`src/design/assert_macros.svh`:
```
// Assertion helpers for the design files; only the top-level tokenizer includes them.
`ifndef ASSERT_MACROS_SVH
`define ASSERT_MACROS_SVH

// Same-cycle implication, disabled while reset is held.
`define ASSERT_NOW(label, clk, rst_n, ante, cons, msg) \
  label: assert property (@(posedge clk) disable iff (!rst_n) (ante) |-> (cons)) \
    else $error(msg);

// Next-cycle implication, disabled while reset is held.
`define ASSERT_NEXT(label, clk, rst_n, ante, cons, msg) \
  label: assert property (@(posedge clk) disable iff (!rst_n) (ante) |=> (cons)) \
    else $error(msg);

`endif

```
`src/design/rstok_pkg.sv`:
```
`timescale 1ns / 1ps

package rstok_pkg;

  localparam int KIND_W     = 6;
  localparam int FLEN_W     = 12;
  localparam int FLEN_MAX   = 4095;
  localparam int RES_MAX    = 3;
  localparam int QDEPTH     = 4;

  typedef enum logic [KIND_W-1:0] {
    K_UNDEF    = 6'd0,
    K_END      = 6'd1,
    K_ERROR    = 6'd2,
    K_STR      = 6'd3,
    K_NUM      = 6'd4,
    K_SYMBOL   = 6'd5,
    K_LASSIGN  = 6'd6,
    K_NEWLINE  = 6'd7,
    K_EQASSIGN = 6'd10,
    K_RASSIGN  = 6'd11,
    K_LBB      = 6'd12,
    K_GT       = 6'd21,
    K_GE       = 6'd22,
    K_LT       = 6'd23,
    K_LE       = 6'd24,
    K_EQ       = 6'd25,
    K_NE       = 6'd26,
    K_AND      = 6'd27,
    K_OR       = 6'd28,
    K_AND2     = 6'd29,
    K_OR2      = 6'd30,
    K_NSGET    = 6'd31,
    K_NSGETINT = 6'd32,
    K_PLUS     = 6'd33,
    K_MINUS    = 6'd34,
    K_STAR     = 6'd35,
    K_DIVIDE   = 6'd36,
    K_SPECIAL  = 6'd38,
    K_COLON    = 6'd39,
    K_NOT      = 6'd40,
    K_LBRACE   = 6'd41,
    K_RBRACE   = 6'd42,
    K_LPAREN   = 6'd43,
    K_RPAREN   = 6'd44,
    K_LBRACKET = 6'd45,
    K_RBRACKET = 6'd46,
    K_STAR2    = 6'd47,
    K_CARET    = 6'd48,
    K_TILDE    = 6'd49,
    K_DOLLAR   = 6'd50,
    K_AT       = 6'd51
  } tok_kind_t;

  typedef enum logic [4:0] {
    M_IDLE, M_COMMENT, M_SYMBOL, M_DOT, M_NUM, M_EXPMARK, M_EXPSIGN, M_EXPDIG,
    M_STRING, M_STRESC, M_SPECIAL, M_LT, M_LTLT, M_MINUS, M_MINUSGT, M_COLON,
    M_COLON2, M_GT, M_BANG, M_EQ, M_AMP, M_BAR, M_LBRACK, M_STAR
  } scan_mode_t;

  typedef struct packed {
    tok_kind_t         kind;
    logic [FLEN_W-1:0] len;
  } tok_res_t;

  // All results caused by one input character.
  typedef struct packed {
    logic [1:0]           cnt;
    tok_res_t [RES_MAX-1:0] res;
  } step_rec_t;

  typedef struct packed {
    logic push;
    logic idle;
  } scan_stat_t;

endpackage

```
`src/design/rstok_scan.sv`:
```
`timescale 1ns / 1ps

module rstok_scan #(
  parameter int LENGTH_MAX = 4095
) (
  input  logic                  clk,
  input  logic                  rst_n,
  input  logic                  in_fire,
  input  logic [7:0]            char_code,
  input  logic                  end_of_text,
  output rstok_pkg::step_rec_t  rec,
  output rstok_pkg::scan_stat_t stat
);
  import rstok_pkg::*;

  localparam int LEN_W = $clog2(LENGTH_MAX + 1);
  localparam logic [LEN_W-1:0] LEN_SAT = LEN_W'(LENGTH_MAX);

  localparam logic [7:0] CH_TAB   = 8'h09;
  localparam logic [7:0] CH_NL    = 8'h0A;
  localparam logic [7:0] CH_FF    = 8'h0C;
  localparam logic [7:0] CH_SQ    = 8'h27;
  localparam logic [7:0] CH_DQ    = 8'h22;
  localparam logic [7:0] CH_BQ    = 8'h60;
  localparam logic [7:0] CH_BSL   = 8'h5C;

  typedef struct packed {
    logic       g;
    logic       cf;
    tok_kind_t  ck;
    logic       rs;
    logic       ds;
    logic       clr;
    scan_mode_t nm;
  } act_t;

  scan_mode_t        mode_r, mode_nxt;
  logic [7:0]        quote_r, quote_nxt;
  logic [LEN_W-1:0]  len_r, len_nxt;
  logic              dot_r, dot_nxt;

  function automatic logic is_dec(input logic [7:0] c);
    return (c >= "0") && (c <= "9");
  endfunction

  function automatic logic is_alpha(input logic [7:0] c);
    return ((c >= "a") && (c <= "z")) || ((c >= "A") && (c <= "Z"));
  endfunction

  function automatic logic is_tail(input logic [7:0] c);
    return is_alpha(c) || is_dec(c) || (c == ".") || (c == "_");
  endfunction

  function automatic logic valid_esc(input logic [7:0] c);
    return (c == "0") || (c == "a") || (c == "b") || (c == "f") || (c == "n") ||
           (c == "r") || (c == "t") || (c == "v") || (c == CH_BSL) || (c == CH_DQ) ||
           (c == CH_SQ) || (c == CH_BQ) || (c == " ") || (c == CH_NL);
  endfunction

  function automatic logic [LEN_W-1:0] grow(input logic [LEN_W-1:0] l);
    return (l < LEN_SAT) ? l + 1'b1 : LEN_SAT;
  endfunction

  function automatic logic [FLEN_W-1:0] clamp(input logic [LEN_W-1:0] l);
    logic [31:0] w;
    w = 32'(l);
    return (w > 32'(FLEN_MAX)) ? FLEN_W'(FLEN_MAX) : w[FLEN_W-1:0];
  endfunction

  function automatic act_t pair_act(input logic [7:0] c, input logic [7:0] second,
                                    input tok_kind_t lk, input tok_kind_t sk,
                                    input scan_mode_t m);
    act_t a;
    a    = '0;
    a.nm = m;
    a.cf = 1'b1;
    if (c == second) begin
      a.g  = 1'b1;
      a.ck = lk;
    end else begin
      a.ck = sk;
      a.rs = 1'b1;
    end
    return a;
  endfunction

  always_comb begin
    scan_mode_t       m;
    logic [7:0]       q;
    logic [LEN_W-1:0] l;
    logic             d;
    logic [7:0]       c;
    act_t             a;
    logic             do_start;
    logic [3:0]       sl_v;
    tok_kind_t        sl_k [4];
    logic [LEN_W-1:0] sl_l [4];
    logic [2:0]       n;

    c    = char_code;
    m    = mode_r;
    q    = quote_r;
    l    = len_r;
    d    = dot_r;
    a    = '0;
    a.nm = mode_r;
    a.ck = K_UNDEF;
    sl_v = '0;
    for (int i = 0; i < 4; i++) begin
      sl_k[i] = K_UNDEF;
      sl_l[i] = '0;
    end

    // Extend the open token.
    case (mode_r)
      M_IDLE: ;
      M_COMMENT: begin
        if (c == CH_NL) begin
          a.clr = 1'b1;
          a.rs  = 1'b1;
        end
      end
      M_SYMBOL: begin
        if (is_tail(c)) a.g = 1'b1;
        else begin a.cf = 1'b1; a.ck = K_SYMBOL; a.rs = 1'b1; end
      end
      M_DOT: begin
        if (is_dec(c)) begin
          a.g = 1'b1; a.ds = 1'b1; a.nm = M_NUM;
        end else if (is_tail(c)) begin
          a.g = 1'b1; a.nm = M_SYMBOL;
        end else begin
          a.cf = 1'b1; a.ck = K_SYMBOL; a.rs = 1'b1;
        end
      end
      M_NUM: begin
        if (is_dec(c)) a.g = 1'b1;
        else if ((c == ".") && !dot_r) begin a.g = 1'b1; a.ds = 1'b1; end
        else if ((c == "e") || (c == "E")) begin a.g = 1'b1; a.nm = M_EXPMARK; end
        else if (c == "L") begin a.g = 1'b1; a.cf = 1'b1; a.ck = K_NUM; end
        else begin a.cf = 1'b1; a.ck = K_NUM; a.rs = 1'b1; end
      end
      M_EXPMARK: begin
        if (is_dec(c)) begin a.g = 1'b1; a.nm = M_EXPDIG; end
        else if ((c == "+") || (c == "-")) begin a.g = 1'b1; a.nm = M_EXPSIGN; end
        else begin a.cf = 1'b1; a.ck = K_ERROR; a.rs = 1'b1; end
      end
      M_EXPSIGN: begin
        if (is_dec(c)) begin a.g = 1'b1; a.nm = M_EXPDIG; end
        else begin a.cf = 1'b1; a.ck = K_ERROR; a.rs = 1'b1; end
      end
      M_EXPDIG: begin
        if (is_dec(c)) a.g = 1'b1;
        else if (c == "L") begin a.g = 1'b1; a.cf = 1'b1; a.ck = K_NUM; end
        else begin a.cf = 1'b1; a.ck = K_NUM; a.rs = 1'b1; end
      end
      M_STRING: begin
        a.g = 1'b1;
        if (c == CH_BSL) a.nm = M_STRESC;
        else if (c == quote_r) begin
          a.cf = 1'b1;
          a.ck = dot_r ? K_ERROR : K_STR;
        end
      end
      M_STRESC: begin
        a.g  = 1'b1;
        a.ds = !valid_esc(c);
        a.nm = M_STRING;
      end
      M_SPECIAL: begin
        a.g = 1'b1;
        if (c == "%") begin a.cf = 1'b1; a.ck = K_SPECIAL; end
      end
      M_LT: begin
        if (c == "=") begin a.g = 1'b1; a.cf = 1'b1; a.ck = K_LE; end
        else if (c == "-") begin a.g = 1'b1; a.cf = 1'b1; a.ck = K_LASSIGN; end
        else if (c == "<") begin a.g = 1'b1; a.nm = M_LTLT; end
        else begin a.cf = 1'b1; a.ck = K_LT; a.rs = 1'b1; end
      end
      M_LTLT:    a = pair_act(c, "-", K_LASSIGN, K_ERROR, mode_r);
      M_MINUS: begin
        if (c == ">") begin a.g = 1'b1; a.nm = M_MINUSGT; end
        else begin a.cf = 1'b1; a.ck = K_MINUS; a.rs = 1'b1; end
      end
      M_MINUSGT: a = pair_act(c, ">", K_RASSIGN, K_RASSIGN, mode_r);
      M_COLON: begin
        if (c == ":") begin a.g = 1'b1; a.nm = M_COLON2; end
        else a = pair_act(c, "=", K_LASSIGN, K_COLON, mode_r);
      end
      M_COLON2:  a = pair_act(c, ":", K_NSGETINT, K_NSGET, mode_r);
      M_GT:      a = pair_act(c, "=", K_GE, K_GT, mode_r);
      M_BANG:    a = pair_act(c, "=", K_NE, K_NOT, mode_r);
      M_EQ:      a = pair_act(c, "=", K_EQ, K_EQASSIGN, mode_r);
      M_AMP:     a = pair_act(c, "&", K_AND2, K_AND, mode_r);
      M_BAR:     a = pair_act(c, "|", K_OR2, K_OR, mode_r);
      M_LBRACK:  a = pair_act(c, "[", K_LBB, K_LBRACKET, mode_r);
      M_STAR:    a = pair_act(c, "*", K_STAR2, K_STAR, mode_r);
      default: begin
        a.clr = 1'b1;
        a.rs  = 1'b1;
      end
    endcase

    if (a.g) l = grow(l);
    if (a.ds) d = 1'b1;
    m = a.nm;
    if (a.cf) begin
      sl_v[0] = 1'b1;
      sl_k[0] = a.ck;
      sl_l[0] = l;
    end
    if (a.cf || a.clr) begin
      m = M_IDLE; q = '0; l = '0; d = 1'b0;
    end

    // Start a new token on this character.
    do_start = (mode_r == M_IDLE) || a.rs;
    if (do_start) begin
      m = M_IDLE;
      q = '0;
      l = LEN_W'(1);
      d = 1'b0;
      case (c)
        " ", CH_TAB, CH_FF: l = '0;
        CH_NL: begin sl_v[1] = 1'b1; sl_k[1] = K_NEWLINE; end
        "#": begin l = '0; m = M_COMMENT; end
        CH_SQ, CH_DQ, CH_BQ: begin q = c; m = M_STRING; end
        "%": m = M_SPECIAL;
        ".": m = M_DOT;
        "<": m = M_LT;
        "-": m = M_MINUS;
        ":": m = M_COLON;
        ">": m = M_GT;
        "!": m = M_BANG;
        "=": m = M_EQ;
        "&": m = M_AMP;
        "|": m = M_BAR;
        "[": m = M_LBRACK;
        "*": m = M_STAR;
        "{": begin sl_v[1] = 1'b1; sl_k[1] = K_LBRACE; end
        "}": begin sl_v[1] = 1'b1; sl_k[1] = K_RBRACE; end
        "(": begin sl_v[1] = 1'b1; sl_k[1] = K_LPAREN; end
        ")": begin sl_v[1] = 1'b1; sl_k[1] = K_RPAREN; end
        "]": begin sl_v[1] = 1'b1; sl_k[1] = K_RBRACKET; end
        "+": begin sl_v[1] = 1'b1; sl_k[1] = K_PLUS; end
        "/": begin sl_v[1] = 1'b1; sl_k[1] = K_DIVIDE; end
        "^": begin sl_v[1] = 1'b1; sl_k[1] = K_CARET; end
        "~": begin sl_v[1] = 1'b1; sl_k[1] = K_TILDE; end
        "$": begin sl_v[1] = 1'b1; sl_k[1] = K_DOLLAR; end
        "@": begin sl_v[1] = 1'b1; sl_k[1] = K_AT; end
        default: begin
          if (is_dec(c)) m = M_NUM;
          else if (is_alpha(c)) m = M_SYMBOL;
          else begin sl_v[1] = 1'b1; sl_k[1] = K_ERROR; end
        end
      endcase
      sl_l[1] = l;
      if (sl_v[1]) begin
        m = M_IDLE; q = '0; l = '0; d = 1'b0;
      end
    end

    // Flush at end of text.
    if (end_of_text) begin
      sl_v[2] = 1'b1;
      sl_l[2] = l;
      case (m)
        M_SYMBOL, M_DOT: sl_k[2] = K_SYMBOL;
        M_NUM, M_EXPDIG: sl_k[2] = K_NUM;
        M_EXPMARK, M_EXPSIGN, M_STRING, M_STRESC, M_SPECIAL, M_LTLT: sl_k[2] = K_ERROR;
        M_LT:      sl_k[2] = K_LT;
        M_MINUS:   sl_k[2] = K_MINUS;
        M_MINUSGT: sl_k[2] = K_RASSIGN;
        M_COLON:   sl_k[2] = K_COLON;
        M_COLON2:  sl_k[2] = K_NSGET;
        M_GT:      sl_k[2] = K_GT;
        M_BANG:    sl_k[2] = K_NOT;
        M_EQ:      sl_k[2] = K_EQASSIGN;
        M_AMP:     sl_k[2] = K_AND;
        M_BAR:     sl_k[2] = K_OR;
        M_LBRACK:  sl_k[2] = K_LBRACKET;
        M_STAR:    sl_k[2] = K_STAR;
        default:   sl_v[2] = 1'b0;
      endcase
      sl_v[3] = 1'b1;
      sl_k[3] = K_END;
      m = M_IDLE; q = '0; l = '0; d = 1'b0;
    end

    // Pack the results in order.
    rec = '0;
    n   = '0;
    for (int i = 0; i < 4; i++) begin
      if (sl_v[i] && (n < 3'(RES_MAX))) begin
        rec.res[n[1:0]].kind = sl_k[i];
        rec.res[n[1:0]].len  = clamp(sl_l[i]);
        n = n + 3'd1;
      end
    end
    rec.cnt = n[1:0];

    mode_nxt  = m;
    quote_nxt = q;
    len_nxt   = l;
    dot_nxt   = d;
  end

  assign stat.push = (rec.cnt != 2'd0);
  assign stat.idle = (mode_r == M_IDLE);

  always_ff @(posedge clk) begin
    if (!rst_n) begin
      mode_r  <= M_IDLE;
      quote_r <= '0;
      len_r   <= '0;
      dot_r   <= 1'b0;
    end else if (in_fire) begin
      mode_r  <= mode_nxt;
      quote_r <= quote_nxt;
      len_r   <= len_nxt;
      dot_r   <= dot_nxt;
    end
  end

endmodule

```
`src/design/rstok_fifo.sv`:
```
`timescale 1ns / 1ps

module rstok_fifo #(
  parameter int DEPTH = 4
) (
  input  logic                 clk,
  input  logic                 rst_n,
  input  logic                 push,
  input  rstok_pkg::step_rec_t wr_data,
  input  logic                 pop,
  output rstok_pkg::step_rec_t rd_data,
  output logic                 full,
  output logic                 empty
);
  import rstok_pkg::*;

  localparam int AW = (DEPTH > 1) ? $clog2(DEPTH) : 1;
  localparam int CW = $clog2(DEPTH + 1);

  step_rec_t       mem_r [DEPTH];
  logic [AW-1:0]   wp_r, wp_nxt;
  logic [AW-1:0]   rp_r, rp_nxt;
  logic [CW-1:0]   cnt_r, cnt_nxt;

  assign full    = (cnt_r == CW'(DEPTH));
  assign empty   = (cnt_r == '0);
  assign rd_data = mem_r[rp_r];

  always_comb begin
    wp_nxt  = wp_r;
    rp_nxt  = rp_r;
    cnt_nxt = cnt_r;
    if (push) wp_nxt = (wp_r == AW'(DEPTH - 1)) ? '0 : wp_r + 1'b1;
    if (pop)  rp_nxt = (rp_r == AW'(DEPTH - 1)) ? '0 : rp_r + 1'b1;
    if (push && !pop) cnt_nxt = cnt_r + 1'b1;
    else if (pop && !push) cnt_nxt = cnt_r - 1'b1;
  end

  always_ff @(posedge clk) begin
    if (push) mem_r[wp_r] <= wr_data;
  end

  always_ff @(posedge clk) begin
    if (!rst_n) begin
      wp_r  <= '0;
      rp_r  <= '0;
      cnt_r <= '0;
    end else begin
      wp_r  <= wp_nxt;
      rp_r  <= rp_nxt;
      cnt_r <= cnt_nxt;
    end
  end

endmodule

```
`src/design/rstok_emit.sv`:
```
`timescale 1ns / 1ps

module rstok_emit (
  input  logic                 clk,
  input  logic                 rst_n,
  input  rstok_pkg::step_rec_t head,
  input  logic                 q_empty,
  output logic                 pop,
  output logic                 res_valid,
  input  logic                 res_ready,
  output rstok_pkg::tok_res_t  res,
  output logic                 res_last
);
  import rstok_pkg::*;

  step_rec_t  cur_r, cur_nxt;
  logic       cur_v_r, cur_v_nxt;
  logic [1:0] idx_r, idx_nxt;
  logic       fire;

  assign res_valid = cur_v_r;
  assign res       = cur_r.res[idx_r];
  assign res_last  = ((idx_r + 2'd1) == cur_r.cnt);
  assign fire      = cur_v_r && res_ready;
  assign pop       = !q_empty && (!cur_v_r || (fire && res_last));

  always_comb begin
    cur_nxt   = cur_r;
    cur_v_nxt = cur_v_r;
    idx_nxt   = idx_r;
    if (pop) begin
      cur_nxt   = head;
      cur_v_nxt = 1'b1;
      idx_nxt   = '0;
    end else if (fire) begin
      if (res_last) cur_v_nxt = 1'b0;
      else idx_nxt = idx_r + 2'd1;
    end
  end

  always_ff @(posedge clk) begin
    cur_r <= cur_nxt;
  end

  always_ff @(posedge clk) begin
    if (!rst_n) begin
      cur_v_r <= 1'b0;
      idx_r   <= '0;
    end else begin
      cur_v_r <= cur_v_nxt;
      idx_r   <= idx_nxt;
    end
  end

endmodule

```
`src/design/r_source_tokenizer.sv`:
```
`timescale 1ns / 1ps

// Streaming lexer for R source text. One character is taken per beat on the input
// stream, with in_tlast on the final character of a source; the output stream gives
// one token per beat (kind on out_tuser, length on out_tdata), with out_tlast on the
// last token caused by an input character. A character can cause up to three tokens
// and causes none while a token is still growing; a token that can only end on the
// following character comes out with that character. The scanner takes a character
// every cycle as long as its four-entry result queue has room, so the input runs at
// one character per cycle while the output side keeps up, and the output gives one
// token per cycle while out_tready is high. Lengths count to LENGTH_MAX, max 4095.
module r_source_tokenizer #(
  parameter int LENGTH_MAX = 4095
) (
  input  logic        clk,
  input  logic        rst_n,
  input  logic        in_tvalid,
  output logic        in_tready,
  input  logic [7:0]  in_tdata,   // [7:0] char_code
  input  logic        in_tlast,   // end_of_text
  output logic        out_tvalid,
  input  logic        out_tready,
  output logic [15:0] out_tdata,  // [11:0] token_length, zero above
  output logic [5:0]  out_tuser,  // [5:0] token_kind
  output logic        out_tlast   // run_end
);
  import rstok_pkg::*;
`include "assert_macros.svh"

  logic       in_fire;
  step_rec_t  scan_rec;
  scan_stat_t scan_stat;
  step_rec_t  q_head;
  logic       q_full;
  logic       q_empty;
  logic       q_pop;
  tok_res_t   emit_res;
  logic       end_beat;
  logic       end_ok;

  assign in_tready = !q_full;
  assign in_fire   = in_tvalid && in_tready;

  rstok_scan #(
    .LENGTH_MAX(LENGTH_MAX)
  ) u_scan (
    .clk         (clk),
    .rst_n       (rst_n),
    .in_fire     (in_fire),
    .char_code   (in_tdata),
    .end_of_text (in_tlast),
    .rec         (scan_rec),
    .stat        (scan_stat)
  );

  rstok_fifo #(
    .DEPTH(QDEPTH)
  ) u_fifo (
    .clk     (clk),
    .rst_n   (rst_n),
    .push    (in_fire && scan_stat.push),
    .wr_data (scan_rec),
    .pop     (q_pop),
    .rd_data (q_head),
    .full    (q_full),
    .empty   (q_empty)
  );

  rstok_emit u_emit (
    .clk       (clk),
    .rst_n     (rst_n),
    .head      (q_head),
    .q_empty   (q_empty),
    .pop       (q_pop),
    .res_valid (out_tvalid),
    .res_ready (out_tready),
    .res       (emit_res),
    .res_last  (out_tlast)
  );

  assign out_tdata = {4'b0, emit_res.len};
  assign out_tuser = emit_res.kind;

  assign end_beat = out_tvalid && (out_tuser == K_END);
  assign end_ok   = out_tlast && (out_tdata == 16'd0);

  `ASSERT_NOW(a_eot_results, clk, rst_n, in_fire && in_tlast, scan_stat.push, "no end beat")
  `ASSERT_NEXT(a_eot_idle, clk, rst_n, in_fire && in_tlast, scan_stat.idle, "scan not idle")
  `ASSERT_NOW(a_end_last, clk, rst_n, end_beat, end_ok, "end token not last or nonzero length")

endmodule

```
`config.mk`:
```
export PLATFORM = sky130hd
export DESIGN_NAME = r_source_tokenizer
export DESIGN_NICKNAME = d
export VERILOG_FILES = /design/src/design/rstok_pkg.sv /design/src/design/rstok_scan.sv /design/src/design/rstok_fifo.sv /design/src/design/rstok_emit.sv /design/src/design/r_source_tokenizer.sv
export VERILOG_INCLUDE_DIRS = /design/src /design/src/design
export SDC_FILE = /design/constraint.sdc
export NUM_CORES = 1
export LEC_CHECK = 0
export BUFFER_PORTS_ARGS = -buffer_cell sky130_fd_sc_hd__buf_2
export CORE_UTILIZATION = 59
export CTS_BUF_LIST = sky130_fd_sc_hd__clkbuf_4 sky130_fd_sc_hd__clkbuf_8
export CTS_CLUSTER_DIAMETER = 80
export DETAILED_ROUTE_END_ITERATION = 10
export GPL_TIMING_DRIVEN = 0
export PLACE_DENSITY = 0.83
export REMOVE_ABC_BUFFERS = 1
export SLEW_MARGIN = 20
export SYNTH_ARGS = -nofsm -noshare
export SYNTH_HDL_FRONTEND = slang
export SYNTH_SLANG_ARGS = --single-unit
```
`constraint.sdc`:
```
create_clock -name clk -period 7.4 [get_ports clk]
set_clock_uncertainty 0.05 [all_clocks]
set_input_delay 1.11 -clock clk [delete_from_list [all_inputs] [get_ports clk]]
set_output_delay 1.11 -clock clk [all_outputs]
set_load 0.02 [all_outputs]
```
==> summary.md <==
| Metric | Value |
|---|---|
| Status | finished, final reports clean |
| Synth warnings | 0 |
| Initial DRC count | roughly 990 |
| First-pass GRT wire length | about 56 mm |
| Hold_buf cts | 0 |
| Routed WL | 35.70 mm |
| Tightest Pin Transition | around 1.2 ns |
| Largest family of logic cells by synthesized area | simple AND/OR/NAND/NOR gates |
| Initial antenna violation count | 0 |
| Async S/R FF share, synth | 0 |
| RSZ-0062 raised after global routing | no |
| Port Buffer Count | 33 |
| GR Util met3 | 0.04750 |
| Chip Height | 162.3 um |
| Post-synthesis sequential area ratio | 0.6021 |
| DP Cell Count | ~1500 |
| Synth cell count leaders | edfxtp_1 (280), nand2_1 (110), nor2_1 (66) |
| Starting Density | 0.6021 |
| Area contributors post-synth | edfxtp_1 (55%), mux4_2 (8.3%), dfxtp_1 (4.8%), nand2_1 (2.7%), mux2i_1 (2.0%) |
| Leak | ~5.4 nW |
| Fin crit share | 0.9479 |
| Area Overhead vs Synth | 10.52% |
| Cell mode on critical path | inv_1 |
| Final Hold Fails | 0 |
| Layer with the highest usage | met2 |
| Clk slew on worst S/H paths | around 0.07 ns |
| Place WS | -0.7132 ns |
| Crit path max-delay cell type | or4b_1 |
| CP Capture Type | flop |
| Ratio of cells with drive above 1 in the final layout | 0.1751 |
| Synth Area in Adders | 0.01419 |
| IO Pins | 38 |
| Hold WC Path Type | flop to flop |
| Crit path time final | between 7 and 8 ns |
| Non-filler cells, final | roughly 1600 |
| Post-route ant nets | 0 |
| Mean post-synth cell area | around 13 um2 |
| Xor-xnor portion of the synthesized cell area | 0.009821 |
| Multiplexer share of the synthesized area | 0.1059 |
| CP max stage delay | approximately 0.63 ns |
| WP data arrival | 7.45 ns |
| Mapped Area | approximately 0.015 mm2 |
| Synth Flop Type | edfxtp_1 |
| CP Launch Point | in_tdata[4] |
| Worst skew pair latency | about 0.56 ns |
| Final TNS setup | 0 ns |
| Via/cell ratio | 6.583 |
| Hold path startpoint | u_scan.quote_r[3]$_SDFFE_PN0P_ |
| Max_slew headroom | 0.2322 |
| Max FO, Critical Path | 28 |
| Design Power | about 5 mW |
| Post-DP HPWL | ~23 mm |
| Vias in the first global route | approximately 9900 |
| Clk root buf | clkbuf_8 |
| Setup-failing EPs final | 0 |
| Worst-case clock buffer depth | 3 |
| Die area | about 0.026 mm2 |
| CTS tree | yes |
| Setup Crit Path Kind | input port to flop |
| Synth Area in Compound Gates | 0.09755 |
| Cell variety after synth | slightly above 80 |
| Final worst setup slack | 0.3856 ns |
| Num rows | 58 |
| VDD IR-drop max | roughly 0.33 mV |
| Clk sink count | roughly 320 |
| Mapped Cells | around 1200 |
| CP cell instances | buf_2, nor4bb_4, buf_4, buf_6, o211ai_1, a32oi_1, or4b_1, or3_1, mux2_2, o21ai_2, inv_1, fa_1, inv_1, ha_1, nor3_1, nor3_4, ha_1, inv_1, fa_1, xor2_1, or3_1, a21boi_0 |
| Fillers | roughly 1700 |
| Post-DR wirelength/cell | around 23 um |
| Drc violations | 0 |
| Post-Synth Simple-Gate Area | 0.1415 |
| Finished layout cell area | 0.01676 mm2 |
| Htree depth | 2 |
| Worst r2r src | u_scan.mode_r[0]$_SDFFE_PN0P_ |
| Largest net degree at the start of global routing | 57 |
| Final Net Count | 1213 |
| Area share of the largest cell type after synthesis | 0.5546 |
| MaxCap Viol Count | 0 |
| Leading area contributor after synthesis | edfxtp_1 |
| GR Util met1 | 0.3927 |
| Placed cell areas | ~0.016 mm2 |
| Total global routing overflow | 0 |
| Die Wd | ~160 um |
| EDFF count, synth | 280 |
| CP Launch Type | input port |
| Count leader, synth | edfxtp_1 |
| Total CTS buffers | 46 |
| Post-synthesis register bit count | ~320 |
| Via count | approximately 10000 |
| Routability Congestion | about 1.0 |
| Fin. max-slew vios | 0 |
| First-pass DRT Iterations | 7 |
| Required time of the critical path | roughly 7.8 ns |
| Met2 GRT Util | 0.4355 |
| Power Density | 306.4 mW/mm2 |
| Overall Global Routing Usage | 0.2762 |
| Maximum clock rate | about 0.14 GHz |
| Core box area | 0.02518 mm2 |
-- logic make-up (layout without fill, tap and decap cells) --
family | after synthesis | after routing
xor+xnor | 17 | 17
flops | 316 | 316
buf+inv | 104 | 154
other cells | 1 | 5
mux | 90 | 90
fa+ha+maj | 16 | 16
simple gates | 405 | 405
compound gates | 220 | 220
-- cells in the final DEF, fill, tap and decap left out, types with 30 or more instances in the layout --
master,synthesis,layout
edfxtp_1,280,280
mux4_2,56,56
a21oi_1,40,40
clkbuf_8,0,53
buf_2,8,32
nand2_1,110,110
nor2_1,66,66
nand3_1,40,40
mux2i_1,31,30
dfxtp_1,36,32
nor3_1,33,31
o21ai_0,62,62
-- timing repair --
item / 4_1_cts / 5_1_grt
endpoints found under the setup margin: 1 / 1
buffers inserted: 0 / 2
resized for setup: 1 / 6
pin swaps: 0 / 1
-- routing by layer --
| layer | up-vias | wire length (um) |
|---|---|---|
| met5 | - | 0 |
| met4 | 0 | 849 |
| met3 | 70 | 2556 |
| met2 | 473 | 17260 |
| met1 | 5093 | 15040 |
| li1 | 4588 | - |
-- power by group --
group          total, mW  switching [mW]  internal, mW
logic               1.22           0.698         0.521
registers           2.46           0.124          2.34
clock network       1.45           0.645         0.806
-- final cells by class --
class	count	area [um2]	share of cell area
tap	330	412.9	0.02464
clock buffer	67	834.6	0.04981
clock inverter	19	160.2	0.009558
inverter	22	85.08	0.005078
antenna	1	2.502	0.0001493
sequential	316	9139	0.5454
multi-input combinational	752	5692	0.3397
timing repair buffer	46	430.4	0.02569
-- critical path: cells and delay by family --
| family | cells | cell delay (ns) |
|---|---|---|
| AOI/OAI and AO/OA | 4 | 0.86 |
| xor gates and xnor gates | 1 | 0.16 |
| adders and majority gates | 4 | 1.63 |
| buffers and inverters | 6 | 1.16 |
| muxes | 1 | 0.35 |
| and+or+nand+nor | 6 | 2.16 |
-- per-stage QoR --
stage          hold slack, ns    util
2_1_floorplan          0.4230       -
3_3_place_gp           0.4317  0.6115
3_5_place_dp           0.4357  0.6240
4_1_cts                0.4454  0.6637
5_1_grt                0.4562  0.6653
6_report               0.4413  0.6654
-- sequential cells by signal (all words and copies together) (netlist names) --
signal	count
u_fifo.wp_r	2
u_fifo.mem_r	224
u_scan.dot_r	1
u_emit.idx_r	2
u_emit.res_valid	1
u_scan.quote_r	8
u_scan.len_r	12
u_emit.cur_r	56
u_fifo.cnt_r	3
u_scan.mode_r	5
u_fifo.rp_r	2
-- final timing paths --
check,to,slack (ns),cells past startpoint
max,u_fifo.cnt_r[2]$_SDFFE_PN0P_,0.39,22
min,u_scan.quote_r[3]$_SDFFE_PN0P_,0.44,1
max reg2reg,u_fifo.cnt_r[2]$_SDFFE_PN0P_,0.54,20
min reg2reg,u_scan.quote_r[3]$_SDFFE_PN0P_,0.44,1
No activity file was read; power rests on OpenSTA's default activity.
